File: src/sv/two_way_traffic_light_sequencer_macros.svh
// Assertion macros shared by the traffic light sequencer RTL.
`ifndef TWO_WAY_TRAFFIC_LIGHT_SEQUENCER_MACROS_SVH
`define TWO_WAY_TRAFFIC_LIGHT_SEQUENCER_MACROS_SVH
`ifndef ASSERT_OFF
`define TLS_ASSERT(lbl, prop, msg) \
  lbl: assert property (@(posedge clk_i) disable iff (!rst_ni) prop) else $error(msg);
`define TLS_ASSERT_IMP(lbl, ante, cons, msg) \
  lbl: assert property (@(posedge clk_i) disable iff (!rst_ni) (ante) |-> (cons)) \
    else $error(msg);
`define TLS_ASSERT_NXT(lbl, ante, cons, msg) \
  lbl: assert property (@(posedge clk_i) disable iff (!rst_ni) (ante) |=> (cons)) \
    else $error(msg);
`else
`define TLS_ASSERT(lbl, prop, msg)
`define TLS_ASSERT_IMP(lbl, ante, cons, msg)
`define TLS_ASSERT_NXT(lbl, ante, cons, msg)
`endif
`endif

File: src/sv/tls_pkg.sv
// Types, constants and helper functions of the traffic light sequencer.
package tls_pkg;

  localparam int unsigned CntW  = 6;
  localparam int unsigned LampW = 6;
  localparam int unsigned ThrW  = 4;
  localparam int unsigned CfgIdxW  = 2;
  localparam int unsigned CfgDataW = 6;

  localparam logic [CfgIdxW-1:0] CFG_FIRST_START  = 2'd0;
  localparam logic [CfgIdxW-1:0] CFG_SECOND_START = 2'd1;
  localparam logic [CfgIdxW-1:0] CFG_AMBER_THR    = 2'd2;

  localparam logic [CntW-1:0] FIRST_START_RST  = 6'd35;
  localparam logic [CntW-1:0] SECOND_START_RST = 6'd21;
  localparam logic [ThrW-1:0] AMBER_THR_RST    = 4'd3;

  localparam logic [CntW-1:0] SKIP_HIGH_TOP    = 6'd31;
  localparam logic [CntW-1:0] SKIP_HIGH_BOTTOM = 6'd26;
  localparam logic [CntW-1:0] SKIP_LOW_TOP     = 6'd15;
  localparam logic [CntW-1:0] SKIP_LOW_BOTTOM  = 6'd10;
  localparam logic [CntW-1:0] HANDOVER_START   = 6'd3;

  localparam logic [LampW-1:0] LAMP_OFF      = 6'h00;
  localparam logic [LampW-1:0] LAMP_P1       = 6'h11;
  localparam logic [LampW-1:0] LAMP_P1_AMBER = 6'h21;
  localparam logic [LampW-1:0] LAMP_P2       = 6'h0A;
  localparam logic [LampW-1:0] LAMP_P2_AMBER = 6'h0C;
  localparam logic [LampW-1:0] LAMP_TO1      = 6'h14;
  localparam logic [LampW-1:0] LAMP_TO2      = 6'h22;

  typedef enum logic [2:0] {
    PH_IDLE  = 3'd0,
    PH_AUTO1 = 3'd1,
    PH_AUTO2 = 3'd2,
    PH_HOLD1 = 3'd3,
    PH_HOLD2 = 3'd4,
    PH_TO1   = 3'd5,
    PH_TO2   = 3'd6
  } tls_phase_e;

  typedef struct packed {
    tls_phase_e       phase;
    logic [CntW-1:0]  counter;
    logic             parity;
    logic             rel_done;
    logic [LampW-1:0] lamp;
    logic [CntW-1:0]  digit;
  } tls_state_t;

  typedef struct packed {
    logic [CntW-1:0] first_start;
    logic [CntW-1:0] second_start;
    logic [ThrW-1:0] amber_thr;
  } tls_cfg_t;

  function automatic tls_state_t tls_manual_top(tls_state_t st, logic sw);
    tls_state_t s;
    s = st;
    if (sw) begin
      s.rel_done = 1'b0;
      if (s.parity) begin
        s.phase   = PH_TO1;
        s.counter = HANDOVER_START;
        s.lamp    = LAMP_TO1;
        s.digit   = HANDOVER_START;
      end else begin
        s.phase = PH_HOLD1;
        s.lamp  = LAMP_P1;
        s.digit = '0;
      end
    end else begin
      s.parity = ~s.parity;
      if (!s.rel_done) begin
        s.phase   = PH_TO2;
        s.counter = HANDOVER_START;
        s.lamp    = LAMP_TO2;
        s.digit   = HANDOVER_START;
      end else begin
        s.phase = PH_HOLD2;
        s.lamp  = LAMP_P2;
        s.digit = '0;
      end
    end
    return s;
  endfunction

endpackage

File: src/sv/tls_in_if.sv
// Tick channel carrying the two switch levels.
interface tls_in_if;
  logic valid;
  logic ready;
  logic auto_switch;
  logic manual_switch;

  modport source (output valid, output auto_switch, output manual_switch, input ready);
  modport sink (input valid, input auto_switch, input manual_switch, output ready);
endinterface

File: src/sv/tls_out_if.sv
// Result channel carrying the lamp bits and the display digit.
interface tls_out_if;
  logic       valid;
  logic       ready;
  logic [5:0] lamp_bits;
  logic [5:0] display_digit;

  modport source (output valid, output lamp_bits, output display_digit, input ready);
  modport sink (input valid, input lamp_bits, input display_digit, output ready);
endinterface

File: src/sv/tls_next.sv
// Next-state logic of the sequencer for one tick.
module tls_next
  import tls_pkg::*;
(
  input  tls_state_t state_i,
  input  tls_cfg_t   cfg_i,
  input  logic       auto_switch_i,
  input  logic       manual_switch_i,
  output tls_state_t state_o
);

  always_comb begin
    tls_state_t s;
    logic done;
    logic amber;
    s     = state_i;
    done  = 1'b0;
    amber = 1'b0;

    if (s.phase == PH_TO1 || s.phase == PH_TO2) begin
      if (s.counter != '0) begin
        s.counter = s.counter - 6'd1;
        s.digit   = s.counter;
        done      = 1'b1;
      end else if (s.phase == PH_TO1) begin
        s.parity = ~s.parity;
        s.phase  = PH_HOLD1;
        s.lamp   = LAMP_P1;
        s.digit  = '0;
      end else begin
        s.rel_done = 1'b1;
        s.phase    = PH_HOLD2;
        s.lamp     = LAMP_P2;
        s.digit    = '0;
      end
    end

    if (!done) begin
      if (auto_switch_i) begin
        if (s.phase != PH_AUTO1 && s.phase != PH_AUTO2) begin
          s.lamp    = LAMP_OFF;
          s.phase   = PH_AUTO1;
          s.counter = cfg_i.first_start;
        end
        if (s.phase == PH_AUTO1 && s.counter <= SKIP_HIGH_TOP
            && s.counter >= SKIP_HIGH_BOTTOM) begin
          s.counter = SKIP_HIGH_BOTTOM - 6'd1;
        end
        if (s.counter <= SKIP_LOW_TOP && s.counter >= SKIP_LOW_BOTTOM) begin
          s.counter = SKIP_LOW_BOTTOM - 6'd1;
        end
        amber = (s.counter <= {2'b00, cfg_i.amber_thr});
        if (s.phase == PH_AUTO1) begin
          s.lamp = amber ? LAMP_P1_AMBER : LAMP_P1;
        end else begin
          s.lamp = amber ? LAMP_P2_AMBER : LAMP_P2;
        end
        s.digit = s.counter;
        if (s.counter == '0) begin
          if (s.phase == PH_AUTO1) begin
            s.phase   = PH_AUTO2;
            s.counter = cfg_i.second_start;
          end else begin
            s.phase   = PH_AUTO1;
            s.counter = cfg_i.first_start;
          end
        end else begin
          s.counter = s.counter - 6'd1;
        end
      end else if (s.phase == PH_HOLD1) begin
        if (!manual_switch_i) begin
          s = tls_manual_top(s, 1'b0);
        end
      end else if (s.phase == PH_HOLD2) begin
        if (manual_switch_i) begin
          s = tls_manual_top(s, 1'b1);
        end
      end else begin
        s.lamp  = LAMP_OFF;
        s.digit = '0;
        s = tls_manual_top(s, manual_switch_i);
      end
    end

    state_o = s;
  end

endmodule

File: src/sv/two_way_traffic_light_sequencer.sv
// Top level of the two-way traffic light sequencer.
//
//   Channel  Direction  Payload                        Beat
//   in_ch    sink       auto_switch, manual_switch     one tick
//   out_ch   source     lamp_bits, display_digit       one result per tick
//   cfg      write      cfg_idx_i, cfg_data_i          one register
//
// Each tick beat's result is registered when the beat is accepted and appears the next cycle.
// A new beat is taken every cycle while the result beat is taken or the output is empty.
// The state registers double as the result register, so a stalled output holds in_ch off.
// Reset clears the state and loads the register defaults 35, 21 and 3.
`include "two_way_traffic_light_sequencer_macros.svh"
module two_way_traffic_light_sequencer
  import tls_pkg::*;
(
  input  logic                clk_i,
  input  logic                rst_ni,
  tls_in_if.sink              in_ch,
  tls_out_if.source           out_ch,
  input  logic                cfg_we_i,
  input  logic [CfgIdxW-1:0]  cfg_idx_i,
  input  logic [CfgDataW-1:0] cfg_data_i
);

  tls_state_t state_q, state_d;
  tls_cfg_t   cfg_q;
  logic       out_valid_q;
  logic       in_acc;

  assign in_ch.ready = !out_valid_q || out_ch.ready;
  assign in_acc      = in_ch.valid && in_ch.ready;

  tls_next u_next (
    .state_i         (state_q),
    .cfg_i           (cfg_q),
    .auto_switch_i   (in_ch.auto_switch),
    .manual_switch_i (in_ch.manual_switch),
    .state_o         (state_d)
  );

  always_ff @(posedge clk_i or negedge rst_ni) begin
    if (!rst_ni) begin
      state_q     <= '{phase: PH_IDLE, counter: '0, parity: 1'b0, rel_done: 1'b0,
                       lamp: '0, digit: '0};
      out_valid_q <= 1'b0;
    end else begin
      if (in_acc) begin
        state_q     <= state_d;
        out_valid_q <= 1'b1;
      end else if (out_ch.ready) begin
        out_valid_q <= 1'b0;
      end
    end
  end

  always_ff @(posedge clk_i or negedge rst_ni) begin
    if (!rst_ni) begin
      cfg_q <= '{first_start: FIRST_START_RST, second_start: SECOND_START_RST,
                 amber_thr: AMBER_THR_RST};
    end else if (cfg_we_i) begin
      case (cfg_idx_i)
        CFG_FIRST_START:  cfg_q.first_start  <= cfg_data_i;
        CFG_SECOND_START: cfg_q.second_start <= cfg_data_i;
        CFG_AMBER_THR:    cfg_q.amber_thr    <= cfg_data_i[ThrW-1:0];
        default: ;
      endcase
    end
  end

  assign out_ch.valid         = out_valid_q;
  assign out_ch.lamp_bits     = state_q.lamp;
  assign out_ch.display_digit = state_q.digit;

  `TLS_ASSERT_NXT(a_acc_gives_result, in_acc, out_valid_q, "accepted tick gave no result")
  `TLS_ASSERT_IMP(a_handover_count, (state_q.phase == PH_TO1 || state_q.phase == PH_TO2), (state_q.counter <= HANDOVER_START), "handover count out of range")
  `TLS_ASSERT_IMP(a_hold1_lamps, state_q.phase == PH_HOLD1, (state_q.lamp == LAMP_P1 && state_q.digit == '0), "hold one shows wrong lamps")
  `TLS_ASSERT_IMP(a_hold2_lamps, state_q.phase == PH_HOLD2, (state_q.lamp == LAMP_P2 && state_q.digit == '0), "hold two shows wrong lamps")
  `TLS_ASSERT(a_no_overwrite, (out_valid_q && !out_ch.ready) |=> $stable(state_q), "result changed while stalled")

endmodule
File: src/flat_wrapper.sv
// flat-port wrapper written by rule: the top's interface ports become plain ports
module two_way_traffic_light_sequencer_flat import tls_pkg::*;
  (clk_i, rst_ni, cfg_we_i, cfg_idx_i, cfg_data_i, in_ch_valid, in_ch_auto_switch, in_ch_manual_switch, in_ch_ready, out_ch_valid, out_ch_lamp_bits, out_ch_display_digit, out_ch_ready);
  tls_in_if in_ch_i ();
  tls_out_if out_ch_i ();
  input  logic clk_i;
  input  logic rst_ni;
  input  logic cfg_we_i;
  input  logic [CfgIdxW-1:0] cfg_idx_i;
  input  logic [CfgDataW-1:0] cfg_data_i;
  input wire logic [$bits(in_ch_i.valid)-1:0] in_ch_valid;
  input wire logic [$bits(in_ch_i.auto_switch)-1:0] in_ch_auto_switch;
  input wire logic [$bits(in_ch_i.manual_switch)-1:0] in_ch_manual_switch;
  output wire logic [$bits(in_ch_i.ready)-1:0] in_ch_ready;
  output wire logic [$bits(out_ch_i.valid)-1:0] out_ch_valid;
  output wire logic [$bits(out_ch_i.lamp_bits)-1:0] out_ch_lamp_bits;
  output wire logic [$bits(out_ch_i.display_digit)-1:0] out_ch_display_digit;
  input wire logic [$bits(out_ch_i.ready)-1:0] out_ch_ready;
  assign in_ch_i.valid = in_ch_valid;
  assign in_ch_i.auto_switch = in_ch_auto_switch;
  assign in_ch_i.manual_switch = in_ch_manual_switch;
  assign in_ch_ready = in_ch_i.ready;
  assign out_ch_valid = out_ch_i.valid;
  assign out_ch_lamp_bits = out_ch_i.lamp_bits;
  assign out_ch_display_digit = out_ch_i.display_digit;
  assign out_ch_i.ready = out_ch_ready;
  two_way_traffic_light_sequencer u_core (.clk_i(clk_i), .rst_ni(rst_ni), .in_ch(in_ch_i), .out_ch(out_ch_i), .cfg_we_i(cfg_we_i), .cfg_idx_i(cfg_idx_i), .cfg_data_i(cfg_data_i));
endmodule
File: config.mk
export PLATFORM = sky130hd
export DESIGN_NAME = two_way_traffic_light_sequencer_flat
export DESIGN_NICKNAME = d
export VERILOG_FILES = /design/src/sv/tls_pkg.sv /design/src/sv/tls_in_if.sv /design/src/sv/tls_out_if.sv /design/src/sv/tls_next.sv /design/src/sv/two_way_traffic_light_sequencer.sv /design/src/flat_wrapper.sv
export VERILOG_INCLUDE_DIRS = /design/src /design/src/sv
export SDC_FILE = /design/constraint.sdc
export NUM_CORES = 1
export LEC_CHECK = 0
export ABC_AREA = 1
export BUFFER_PORTS_ARGS = -buffer_cell sky130_fd_sc_hd__buf_2
export CAP_MARGIN = 10
export CORE_UTILIZATION = 55
export CTS_CLUSTER_DIAMETER = 40
export DETAILED_ROUTE_END_ITERATION = 10
export GPL_TIMING_DRIVEN = 0
export HOLD_SLACK_MARGIN = 0.05
export PLACE_DENSITY_LB_ADDON = 0.08
export SLEW_MARGIN = 20
export SYNTH_ARGS = -nofsm -noshare
export SYNTH_HDL_FRONTEND = slang
export SYNTH_SLANG_ARGS = --single-unit
File: constraint.sdc
create_clock -name clk_i -period 2.6 [get_ports clk_i]
set_clock_uncertainty 0.05 [all_clocks]
set_input_delay 0.39 -clock clk_i [delete_from_list [all_inputs] [get_ports clk_i]]
set_output_delay 0.39 -clock clk_i [all_outputs]
set_load 0.01 [all_outputs]
# Word level (Yosys, flattened, before mapping)
# Index checks and enable logic that the tools add are counted.
[word_totals]
register_bits = 40
out_inout_bits = 14
in_bits = 15
[classes]
addsub = 2
n_lt_le_gt_ge = 5
eq_ne = 9
n_reduce_logical = 15
n_bitwise = 2
muxes = 46
[ops]
columns = ["op", "n"]
rows = [
  ["two-way mux 23 bit", 6],
  ["two-way mux 6 bit", 13],
  ["two-way mux 9 bit", 6],
  ["two-way mux 12 bit", 3],
  ["two-way mux 8 bit", 2],
  ["two-way mux 3 bit", 5],
  ["subtractor 6 x 1 -> 6 bit, second input constant", 2],
  ["two-way mux 11 bit", 1],
  ["equality test 3 bit, second input constant", 3],
  ["two-way mux 1 bit", 8],
  [">= comparator 6 x 4 -> 1 bit, second input constant", 1],
  [">= comparator 6 x 5 -> 1 bit, second input constant", 1],
  ["<= comparator 6 x 4 -> 1 bit", 1],
  ["<= comparator 6 x 4 -> 1 bit, second input constant", 1],
  ["<= comparator 6 x 5 -> 1 bit, second input constant", 1],
  ["zero test 6 bit", 1],
  ["AND reduction 2 bit", 3],
  ["nonzero test 6 bit", 1],
  ["logical AND 1 bit", 5],
  ["two-way mux 2 bit", 2],
  ["equality test 3 x 1 -> 1 bit, second input constant", 1],
  ["equality test 3 x 2 -> 1 bit, second input constant", 1],
  ["inequality test 3 x 1 -> 1 bit, second input constant", 1],
  ["inequality test 3 x 2 -> 1 bit, second input constant", 1],
  ["other kinds (7)", 9],
]

# Depth between registers and ports, before layout
# Gate-level depths: netlist (run 1).
[logic_depth]
word_depth = 25
mapped_depth = 19
ltp_nobuf = 19

# Modules after synthesis
# Synthesis (run 1) repeated with hierarchy kept, for this count alone.
[unflattened]
cells_unflattened = 502
area_unflattened_um2 = 3422.0
[modules_own_cells]
columns = ["mod", "cells_each", "seq_area_each_um2", "instances", "area_per_inst_um2"]
rows = [
  ["two_way_traffic_light_sequencer", 188, 1011.0, 1, 1756.7],
  ["tls_next", 314, 0.0, 1, 1665.3],
]

# Worst setup path after synthesis (run 1)
# Ideal clock, no wire load.
[synth_path]
path_type = "flip-flop to flip-flop"
startpoint = "register u_core.state_q[20] (netlist name)"
endpoint = "register u_core.state_q, in the netlist u_core.out_ch.lamp_bits[4]"
t_arrival_ps = 2337
path_buffers = 0
path_slack_ps = 92
synth_period_minus_slack_ps = 2508
stages_incl_launch_ff = 19
t_required_ps = 2429
cell_sequence = "dfrtp_1 > inv_2 > nand2_2 > nand2_4 > nand2_4 > nand2_4 > nand2_4 > nor2_2 > nand3_2 > nand2_1 > inv_1 > ha_1 > a21oi_1 > o21ai_0 > o21ai_0 > nand2_1 > nand3_1 > nand3_1 > a22o_1"
[synth_between]
elab_chain_cells = 25
elab_cells_between_ends = 40
classes_between = "5 x order compare; 7 x eq/ne; 23 x mux; 5 x reduce/logical"
[synth_lines]
columns = ["item", "line_no", "source"]
rows = [
  ["from (decl)", "two_way_traffic_light_sequencer.sv:25", "tls_state_t state_q, state_d;"],
  ["from (signal assigned)", "two_way_traffic_light_sequencer.sv:43", "state_q <= '{phase: PH_IDLE, counter: '0, parity: 1'b0, rel_done: 1'b0,"],
  ["from (signal assigned)", "two_way_traffic_light_sequencer.sv:48", "state_q <= state_d;"],
  ["equality test 3 bit", "tls_next.sv:20, tls_next.sv:25", ""],
  ["two-way mux 3 bit", "tls_next.sv:25", "end else if (s.phase == PH_TO1) begin"],
  ["two-way mux 3 bit", "tls_next.sv:21", "if (s.counter != '0) begin"],
  ["two-way mux 23 bit", "tls_next.sv:20", "if (s.phase == PH_TO1 || s.phase == PH_TO2) begin"],
  ["inequality test 3 x 1 -> 1 bit / inequality test 3 x 2 -> 1 bit (equally long branches)", "tls_next.sv:40", "if (s.phase != PH_AUTO1 && s.phase != PH_AUTO2) begin"],
  ["logical AND 1 bit", "tls_next.sv:40", ""],
  ["two-way mux 9 bit", "tls_next.sv:40", ""],
  ["two-way mux 9 bit", "tls_next.sv:39", "if (auto_switch_i) begin"],
  ["[9 not listed]", "n/a", ""],
  ["two-way mux 6 bit", "tls_next.sv:49", "if (s.counter <= SKIP_LOW_TOP && s.counter >= SKIP_LOW_BOTTOM) begin"],
  ["two-way mux 6 bit", "tls_next.sv:39", ""],
  ["two-way mux 6 bit", "tls_next.sv:38", "if (!done) begin"],
  ["<= comparator 6 x 4 -> 1 bit", "tls_next.sv:52", "amber = (s.counter <= {2'b00, cfg_i.amber_thr});"],
  ["two-way mux 6 bit", "tls_next.sv:54", "s.lamp = amber ? LAMP_P1_AMBER : LAMP_P1;"],
  ["two-way mux 6 bit", "tls_next.sv:53", "if (s.phase == PH_AUTO1) begin"],
  ["two-way mux 12 bit", "tls_next.sv:39", ""],
  ["two-way mux 23 bit (*)", "tls_next.sv:38", ""],
]
# Mark *: on every way between the ends. The rest lies on a longest branch, timed or not. The select of a mux whose other input is x is not followed.
# A chain may end at the register's enable or synchronous reset.

# Worst setup path in the final report (run 1)
[layout_path]
startpoint = "register u_core.state_q[21] (netlist name)"
endpoint = "register u_core.state_q, in the netlist u_core.out_ch.lamp_bits[4]"
# Same word-level chain as after synthesis.

==> results of run 1 <==
==> layout make-up <==
class                      instances  area (µm²)  area share [%]
tap                               72        90.1            2.16
sequential                        40        1010            24.2
timing repair buffer              58         398            9.52
multi-input combinational        350        2140            51.3
buffer                            23         153            3.65
inverter                          69         274            6.55
clock buffer                       6        72.6            1.74
clock inverter                     2        35.0           0.838
==> path summary, 6_finish.rpt <==
check                      cells past startpoint  slack, ns                                     end                            from
max in group asynchronous                      1       1.74          u_core.state_q[20]$_DFFE_PN0P_                          rst_ni
min in group clk_i                             3       0.29            u_core.cfg_q[15]$_DFFE_PN1P_                   cfg_data_i[5]
max                                           17      -0.04  u_core.out_ch.lamp_bits[4]$_DFFE_PN0P_  u_core.state_q[21]$_DFFE_PN0P_
max reg2reg                                   17      -0.04  u_core.out_ch.lamp_bits[4]$_DFFE_PN0P_  u_core.state_q[21]$_DFFE_PN0P_
min                                            1       0.15  u_core.out_ch.lamp_bits[3]$_DFFE_PN0P_                          rst_ni
min reg2reg                                    2       0.44             u_core.cfg_q[3]$_DFFE_PN0P_     u_core.cfg_q[3]$_DFFE_PN0P_
==> cell families (layout without fill, tap and decap cells) <==
kind of cell	count (synthesis)	in the layout	share of synthesized area [%]
xor gates and xnor gates	6	6	1.82
adders and majority gates	10	10	3.79
and+or+nand+nor	246	246	36.5
buffers and inverters	92	158	12.2
DFF	40	40	30.6
AOI/OAI and AO/OA	87	87	14.7
muxes	1	1	0.303
==> synthesized netlist by cell type (4+ instances only) <==
master	instances	share of area, %
nand2_1	127	14
inv_1	57	6.5
o21ai_0	44	6.7
nand3_1	39	5.9
nor2_1	33	3.8
dfrtp_1	32	24
a21oi_1	22	3.3
buf_4	13	3.0
inv_2	11	1.3
ha_1	10	3.8
nand2_2	9	1.7
dfstp_2	8	6.4
nand3_2	8	2.4
nand2_4	7	2.4
nor2_2	7	1.3
clkbuf_1	6	0.68
nand4_1	4	0.76
nor3_1	4	0.61
o22ai_1	4	0.76
xor2_1	4	1.1
==> registers in the layout, indices dropped and copies added (netlist names) <==
signal                       cells
u_core.cfg_q                    16
u_core.out_ch.display_digit      6
u_core.out_ch.lamp_bits          6
u_core.out_ch.valid              1
u_core.state_q                  11
==> per-layer routing <==
| layer | vias up | wire length, µm | global-route usage [%] |
|---|---|---|---|
| li1 | 1694 | - | - |
| met1 | 1651 | 4170 | 38.9 |
| met2 | 165 | 4580 | 49.0 |
| met3 | 42 | 613 | 4.57 |
| met4 | 0 | 366 | 13.8 |
| met5 | - | 0 | 0 |
==> per-stage QoR <==
step	total power [W]	instance area [µm²]	worst slack, ns	util (%)	setup TNS [ns]
after floorplan	0.00328	3300	0.0924	-	0
after global placement	0.00393	3530	-0.422	62.6	-1.30
after detailed placement	0.00397	3530	-0.439	62.6	-1.37
after CTS	0.00488	3800	-0.0188	67.3	-0.0258
after global routing	0.00633	4180	-0.143	74.1	-0.907
final	0.00592	4180	-0.0357	74.1	-0.0690
==> power breakdown <==
| group | internal [W] | total, W | switching (W) | leakage, nW |
|---|---|---|---|---|
| Clock | 0.000285 | 0.000520 | 0.000235 | 0.0552 |
| Sequential | 0.000847 | 0.00104 | 0.000194 | 0.467 |
| Combinational | 0.00180 | 0.00436 | 0.00256 | 1.60 |
==> repair_timing <==
| action | CTS | global route |
|---|---|---|
| setup endpoints to repair | 8 | 19 |
| cloned | 0 | 1 |
| pin swaps | 11 | 26 |
| resized for setup | 18 | 51 |
| buffers inserted | 13 | 16 |
==> flow_summary_export.csv, run 1 <==
group,metric,value,unit
status,status,"complete, but fails checks",
status,violations,"setup timing",
timing,rsz0062_at_grt,"true",
grt,antenna_found_initial,0,
placement,place_inst,582,
run,max_cap_violations,0,
setup_path,path_buf_inv,2,
routing,vias,3552,
synth,synth_area,3300,µm²
min_path,hold_path.class,"in -> async",
timing,slew-limit-headroom,41.2,%
timing,fin_crit,2.64,ns
cells_and_area,layout.cells.non_filler,620,
setup_path,critPathCaptureType,"flip-flop",
routing,viasPerCell,5.73,
timing,hold_viol,0,
routing,drt_iter0_markers,330,
setup_path,crit_slowest_cell,"dfrtp_2",
routing,finalWirelength,9730,µm
setup_path,slowest_delay,0.46,ns
synth,yosysWarnings,0,
synth,synth_nets,507,
cells_and_area,final_cell_mix,"nand2_1, inv_1, o21ai_0",
cells_and_area,drive_gt1_share,31.8,%
power,p_leak,2.12,nW
setup_path,path_cells,"inv_2 -> nand2_2 -> nand2_4 -> nand2_8 -> nand2_8 -> nand2_8 -> nor2_1 -> nand3_2 -> nand2_2 -> inv_4 -> ha_1 -> nand2_1 -> o21ai_4 -> nand2_2 -> nand3_2 -> nand3_1 -> a22o_1",
die,fp.dieArea,6310,µm²
routing,post_drt_wl_per_cell,15.7,µm
clock_tree,path_clk_slew,0.09,ns
die,start_util,58.5,%
placement,portBuffers,28,
synth,async_reset_ff_share,100,%
cells_and_area,syn2layout_area_growth,26.6,%
clock_tree,clk_path_buf_depth,2,
grt,grt_pass1_wl,14800,µm
timing,drv_slew,0,
setup_path,required,2.75,ns
cells_and_area,diodes,0,
grt,track_usage,30.0,%
synth,ys_seq_area_share,30.6,%
grt,grt_overflow,0,
routing,dr.pass1.iters,5,
setup_path,crit_arrival,2.78,ns
clock_tree,cts_buffers,5,
die,die-height,79.5,µm
cells_and_area,n_fill_cell,459,
synth,syn_area_per_cell,6.85,µm²
timing,clock.fmax,379,MHz
setup_path,cp_max_fo,7,
die,die_w,79.5,µm
synth,synth_top_flop_cell,"dfrtp_1",
clock_tree,cts-root-buf,"clkbuf_8",
die,num_io_pins,29,
timing,setup_violations,3,
synth,synth.distinct_cells,43,
routing,ant_nets,0,
placement,routabilityCongestion,0.954,
clock_tree,worstSkewPairLatency,0.30,ns
grt,grt_pass1_vias,3150,
setup_path,crit_type,"reg -> reg",
clock_tree,clock-sinks,40,
timing,fin_hold_ws,0.146,ns
placement,dpl.hpwl,6600,µm
timing,worst_slack,-0.0357,ns
power,irDropWorstVdd,909,µV
timing,min_period_over_period,101,%
setup_path,cp_top_family,"simple AND/OR/NAND/NOR gates",
die,core_area,5640,µm²
grt,grt_max_degree,41,
synth,synth-seq-cells,40,
clock_tree,cts_tree,"built",
cells_and_area,fin_nets,572,
synth,synth_cells,482,
synth,synth_edf_count,0,
power,powerDensity,1420,nW/µm²
die,rows,27,
timing,worst_slew_pin_slew,0.883,ns
setup_path,setup.worst_path.start_class,"flip-flop",
clock_tree,cts.htree.levels,2,
routing,drc,0,
cells_and_area,mostFrequentLayoutCell,"nand2_1",
clock_tree,holdBufCountCts,0,
(Power assumes the default switching activity.)
==> inputs of run 2 (changes only) <==
--- a/config.mk
+++ b/config.mk
@@ -15,6 +15,7 @@
 export GPL_TIMING_DRIVEN = 0
 export HOLD_SLACK_MARGIN = 0.05
 export PLACE_DENSITY_LB_ADDON = 0.08
+export RECOVER_POWER = 100
 export SLEW_MARGIN = 20
 export SYNTH_ARGS = -nofsm -noshare
 export SYNTH_HDL_FRONTEND = slang
==> run 2 against run 1 <==
Compared with the run above:
- the run still ends with setup timing left
- clock power is 1% higher
- clock-buffer cell count stayed put
- maximum frequency hardly changed
- register-to-register slack hardly changed
- critical endpoint is now u_core.out_ch.lamp_bits[2]$_DFFE_PN0P_
- highest routed layer unchanged
==> flow_summary_export.csv, run 2 (same netlist as run 1, synthesis figures left out) <==
group,metric,value,unit
setup_path,critPathLaunch,"u_core.state_q[21]$_DFFE_PN0P_",
die,rows,27,
cells_and_area,syn2layout_area_growth,26.0,%
routing,vias,3537,
routing,dr.pass1.iters,4,
cells_and_area,n_fill_cell,466,
grt,grt_pass1_vias,3150,
clock_tree,cts_tree,"built",
cells_and_area,largestRegisters,"u_core.cfg_q: 16 flops, u_core.state_q: 11 flops",
clock_tree,path_clk_slew,0.09,ns
die,fp.dieArea,6310,µm²
timing,drv_slew,0,
cells_and_area,fin_nets,572,
cells_and_area,regMostFlops,"u_core.cfg_q",
placement,dpl.hpwl,6600,µm
cells_and_area,largest_reg_flops,16,
die,die_w,79.5,µm
timing,fin_crit,2.64,ns
timing,clock.fmax,379,MHz
power,powerDensity,1420,nW/µm²
die,num_io_pins,29,
min_path,hold_path.class,"in -> async",
placement,place_worst_setup_slack,-0.439,ns
power,finalPower,0.00590,W
run,max_cap_violations,0,
routing,finalWirelength,9770,µm
clock_tree,clk_path_buf_depth,2,
grt,antenna_found_initial,0,
timing,setup_violations,2,
routing,ant_nets,0,
placement,portBuffers,28,
clock_tree,cts.htree.levels,2,
routing,drt_iter0_markers,328,
die,die-height,79.5,µm
timing,tns,-0.0696,ns
setup_path,required,2.75,ns
grt,grt_pass1_wl,14800,µm
routing,post_drt_wl_per_cell,15.8,µm
power,p_leak,2.08,nW
timing,rsz0062_at_grt,"true",
setup_path,crit_type,"reg -> reg",
grt,grt_max_degree,41,
routing,viasPerCell,5.70,
setup_path,rr_startpoint,"u_core.state_q[21]$_DFFE_PN0P_",
routing,wl_met3,628,µm
setup_path,critPathCaptureType,"flip-flop",
timing,hold_viol,0,
grt,track_usage,30.0,%
routing,drc,0,
routing,drt-met1-wl,4220,µm
die,start_util,58.5,%
clock_tree,cts_buffers,5,
routing,dr.max_layer_used,"met4",
setup_path,crit_arrival,2.79,ns
placement,routabilityCongestion,0.954,
setup_path,setup.worst_path.start_class,"flip-flop",
timing,worst_slack,-0.0355,ns
routing,met2_length,4600,µm
setup_path,r2r_cells,18,
cells_and_area,diodes,0,
die,core_area,5640,µm²
power,irDropWorstVdd,906,µV
timing,fin_hold_ws,0.139,ns
clock_tree,clock-sinks,40,
clock_tree,worstSkewPairLatency,0.31,ns
grt,grt_overflow,0,
clock_tree,cts-root-buf,"clkbuf_8",
setup_path,cp_max_fo,7,
cells_and_area,mostFrequentLayoutCell,"nand2_1",
cells_and_area,drive_gt1_share,29.0,%
timing,worst_slew_pin_slew,0.882,ns
timing,min_period_over_period,101,%
status,status,"complete, but fails checks",
cells_and_area,final_cell_mix,"nand2_1, inv_1, o21ai_0",
timing,slew-limit-headroom,41.2,%
status,violations,"setup timing",
==> run 2: changes by cell type in the layout (fill, tap and decap cells not counted) <==
cell      delta
nor2_1       +1
clkbuf_1    +14
nor2_2       -1
buf_2       -14
==> run 2: path summary, 6_finish.rpt <==
path	to	slack (ns)
worst max register to register	u_core.out_ch.lamp_bits[2]$_DFFE_PN0P_	-0.04
worst min register to register	u_core.cfg_q[3]$_DFFE_PN0P_	0.44
worst max-delay path	u_core.out_ch.lamp_bits[2]$_DFFE_PN0P_	-0.04
worst min-delay path	u_core.out_ch.lamp_bits[3]$_DFFE_PN0P_	0.14
min in group clk_i	u_core.cfg_q[15]$_DFFE_PN1P_	0.29
max in group asynchronous	u_core.state_q[20]$_DFFE_PN0P_	1.74
==> run 2: report_power, final <==
part	switching, W	internal (W)
Sequential	0.000196	0.000847
Clock	0.000241	0.000285
Combinational	0.00255	0.00177
Total	0.00299	0.00291
==> run 2: critical path, stage by stage, from the launching register on <==
cell and delay, ns:
dfrtp_2 0.46, inv_2 0.08, nand2_2 0.06, nand2_4 0.14, nand2_8 0.10, nand2_8 0.08, nand2_8 0.06, nor2_1 0.17
nand3_2 0.11, nand2_2 0.14, inv_4 0.06, ha_1 0.19, inv_1 0.06, a21oi_2 0.06, o21ai_4 0.14, o21ai_4 0.10
buf_6 0.12, a311oi_2 0.24, a21oi_1 0.09
==> run 2: area by class of cell <==
type	instances	area (µm²)	share of cell area, %
Clock buffer	6	72.6	1.74
Multi-Input combinational cell	350	2140	51.5
Sequential cell	40	1010	24.4
Timing Repair Buffer	58	380	9.14
Inverter	69	274	6.59
Buffer	23	153	3.67
Clock inverter	2	35.0	0.842
Tap cell	72	90.1	2.17
==> run 2: through the flow <==
step	area (µm²)	instances	utilization [%]
2_1_floorplan	3300	482	-
3_3_place_gp	3530	582	62.6
3_5_place_dp	3530	582	62.6
4_1_cts	3800	603	67.3
5_1_grt	4160	620	73.7
6_report	4160	620	73.7
==> run 2: layer usage <==
layer	vias up	track usage (%)
li1	1696	-
met1	1647	38.9
met2	160	49.0
met3	34	4.57
met4	0	13.8
met5	-	0
==> run 2: what timing repair did <==
item                       CTS  global route
gates cloned                 0             1
resized for setup           18            51
hold buffers                 0             0
pin swaps                   11            26
setup buffers               13            16
setup endpoints to repair    8            19
==> inputs of run 3 (changes only) <==
--- a/config.mk
+++ b/config.mk
@@ -14,7 +14,7 @@
 export DETAILED_ROUTE_END_ITERATION = 10
 export GPL_TIMING_DRIVEN = 0
 export HOLD_SLACK_MARGIN = 0.05
-export PLACE_DENSITY_LB_ADDON = 0.08
+export PLACE_DENSITY = 0.86
 export RECOVER_POWER = 100
 export SLEW_MARGIN = 20
 export SYNTH_ARGS = -nofsm -noshare
==> run 3 against run 2 <==
Compared with the run above:
- worst setup slack got worse by 0.041 ns
- sequential power barely moved
- highest routed layer unchanged
- the flow finishes with violations (capacitance limit, slew limit, setup timing)
- core utilization fell by 0.58 points
==> flow_summary_export.csv, run 3 (same netlist as run 1, synthesis figures left out) <==
group,metric,value,unit
clock_tree,cts_tree,"built",
cells_and_area,diodes,0,
cells_and_area,syn2layout_area_growth,25.1,%
setup_path,path_buf_inv,4,
setup_path,required,2.79,ns
setup_path,critPathLaunch,"u_core.state_q[20]$_DFFE_PN0P_",
cells_and_area,final_cell_mix,"nand2_1, inv_1, o21ai_0",
cells_and_area,fin_nets,569,
status,status,"complete, but fails checks",
clock_tree,cts-root-buf,"clkbuf_8",
min_path,hold_path.class,"in -> reg",
die,die_w,79.5,µm
clock_tree,cts.htree.levels,2,
cells_and_area,drive_gt1_share,29.4,%
cells_and_area,largest_reg_flops,16,
timing,setup_violations,5,
routing,dr.pass1.iters,5,
die,fp.dieArea,6310,µm²
setup_path,path_cells,"inv_4 -> nand2_4 -> nand2_8 -> nand3_1 -> nand2_4 -> nand3_2 -> nand2_1 -> inv_1 -> nand2_2 -> inv_2 -> ha_4 -> nand2_1 -> o21ai_2 -> nand2_2 -> buf_6 -> nor3_2 -> a21oi_1 -> nand2_1",
setup_path,slowest_delay,0.47,ns
setup_path,reg2reg_slack,-0.08,ns
setup_path,crit_type,"reg -> reg",
cells_and_area,n_fill_cell,419,
die,core_area,5640,µm²
setup_path,critPathCaptureType,"flip-flop",
routing,viasPerCell,5.91,
setup_path,r2r_cells,18,
setup_path,crit_slowest_cell,"dfrtp_2",
setup_path,cpMostUsedCell,"nand2_1",
timing,worst_slack,-0.0765,ns
clock_tree,cts_buffers,5,
routing,drc,0,
min_path,worstHoldPathCells,3,
setup_path,cp_top_family,"simple AND/OR/NAND/NOR gates",
setup_path,cp_max_fo,7,
power,p_leak,2.06,nW
cells_and_area,mostFrequentLayoutCell,"nand2_1",
routing,drt_iter0_markers,445,
cells_and_area,post-route-util,73.2,%
timing,worst_slew_pin_slew,2.14,ns
status,violations,"capacitance limit, slew limit, setup timing",
setup_path,rr_startpoint,"u_core.state_q[20]$_DFFE_PN0P_",
grt,grt_max_degree,41,
timing,drv_slew,41,
setup_path,setup.worst_path.start_class,"flip-flop",
run,max_cap_violations,1,
grt,grt_pass1_vias,3409,
setup_path,crit_arrival,2.87,ns
cells_and_area,seqCellArea,1010,µm²
routing,vias,3646,
cells_and_area,largestRegisters,"u_core.cfg_q: 16 flops, u_core.state_q: 11 flops",
cells_and_area,multi_input_area,2160,µm²
routing,finalWirelength,10600,µm
timing,min_period_over_period,103,%
routing,post_drt_wl_per_cell,17.1,µm
routing,ant_nets,0,
placement,placed_area,3530,µm²
die,num_io_pins,29,
clock_tree,clk_path_buf_depth,2,
cells_and_area,regMostFlops,"u_core.cfg_q",
placement,routabilityCongestion,0.961,
timing,hold_viol,0,
power,irDropWorstVdd,764,µV
placement,dpl.hpwl,6800,µm
clock_tree,worstSkewPairLatency,0.31,ns
grt,grt_overflow,0,
grt,track_usage,32.9,%
clock_tree,path_clk_slew,0.08,ns
cells_and_area,final_area,4130,µm²
setup_path,timing.rr.end,"u_core.out_ch.lamp_bits[5]$_DFFE_PN0P_",
timing,clock.fmax,374,MHz
min_path,holdPathEnd,"u_core.cfg_q[8]$_DFFE_PN1P_",
grt,grt_pass1_wl,16000,µm
placement,portBuffers,28,
timing,rsz0062_at_grt,"true",
power,powerDensity,1440,nW/µm²
min_path,worstHoldStart,"cfg_data_i[4]",
clock_tree,clock-sinks,40,
timing,slew-limit-headroom,-42.9,%
die,die-height,79.5,µm
die,start_util,58.5,%
grt,antenna_found_initial,0,
timing,fin_crit,2.68,ns
die,rows,27,
run 3: layout make-up:
type                            instances  area share [%]
Inverter                               69            6.46
Multi-Input combinational cell        350            52.4
Buffer                                 23            3.61
Clock inverter                          3            1.03
Sequential cell                        40            24.6
Tap cell                               72            2.18
Clock buffer                            5            1.67
Timing Repair Buffer                   55            8.12
run 3: per-stage QoR:
stage	total power [W]	cells	setup slack, ns	TNS [ns]	hold slack [ns]
after global placement	0.00393	582	-0.360	-1.02	0.420
after detailed placement	0.00401	582	-0.391	-1.33	0.433
final	0.00593	617	-0.0765	-0.152	0.265
after global routing	0.00634	617	-0.148	-0.949	0.287
after floorplan	0.00328	482	0.0924	0	0.0444
after CTS	0.00507	606	0.00852	0	0.181
run 3: worst max path at each step:
| stage | end | slack, ns | cells after the start |
|---|---|---|---|
| 2_1_floorplan | u_core.out_ch.lamp_bits[4]$_DFFE_PN0P_ | 0.09 | 18 |
| 3_3_place_gp | u_core.out_ch.lamp_bits[4]$_DFFE_PN0P_ | -0.36 | 17 |
| 3_5_place_dp | u_core.out_ch.lamp_bits[4]$_DFFE_PN0P_ | -0.39 | 18 |
| 4_1_cts | u_core.out_ch.lamp_bits[2]$_DFFE_PN0P_ | 0.009 | 17 |
| 5_1_grt | u_core.out_ch.lamp_bits[2]$_DFFE_PN0P_ | -0.15 | 17 |
| 6_report | u_core.out_ch.lamp_bits[5]$_DFFE_PN0P_ | -0.08 | 18 |
run 3: worst register-to-register path, cell delays in order (launching register included):
cell	delay [ns]
dfrtp_2	0.47
inv_4	0.09
nand2_4	0.06
nand2_8	0.13
nand3_1	0.16
nand2_4	0.13
nand3_2	0.11
nand2_1	0.08
inv_1	0.05
nand2_2	0.07
inv_2	0.06
ha_4	0.27
nand2_1	0.06
o21ai_2	0.24
nand2_2	0.11
buf_6	0.17
nor3_2	0.17
a21oi_1	0.07
nand2_1	0.07
run 3: timing repair:
action	in CTS	in global routing
setup endpoints to repair	12	17
hold buffers	0	0
pin swaps	13	22
gates resized for setup	28	40
setup buffers	16	11
run 3: per-layer routing:
layer	GRT usage, %	up-vias	wire (µm)
li1	-	1676	-
met1	40.7	1674	4120
met2	55.6	244	5110
met3	7.43	52	917
met4	12.2	0	441
met5	0	-	0
run 3: power by group:
| part | switching [W] | leakage, nW | internal [W] |
|---|---|---|---|
| sequential | 0.000205 | 0.467 | 0.000847 |
| clock | 0.000258 | 0.0541 | 0.000285 |
| combinational | 0.00265 | 1.54 | 0.00168 |
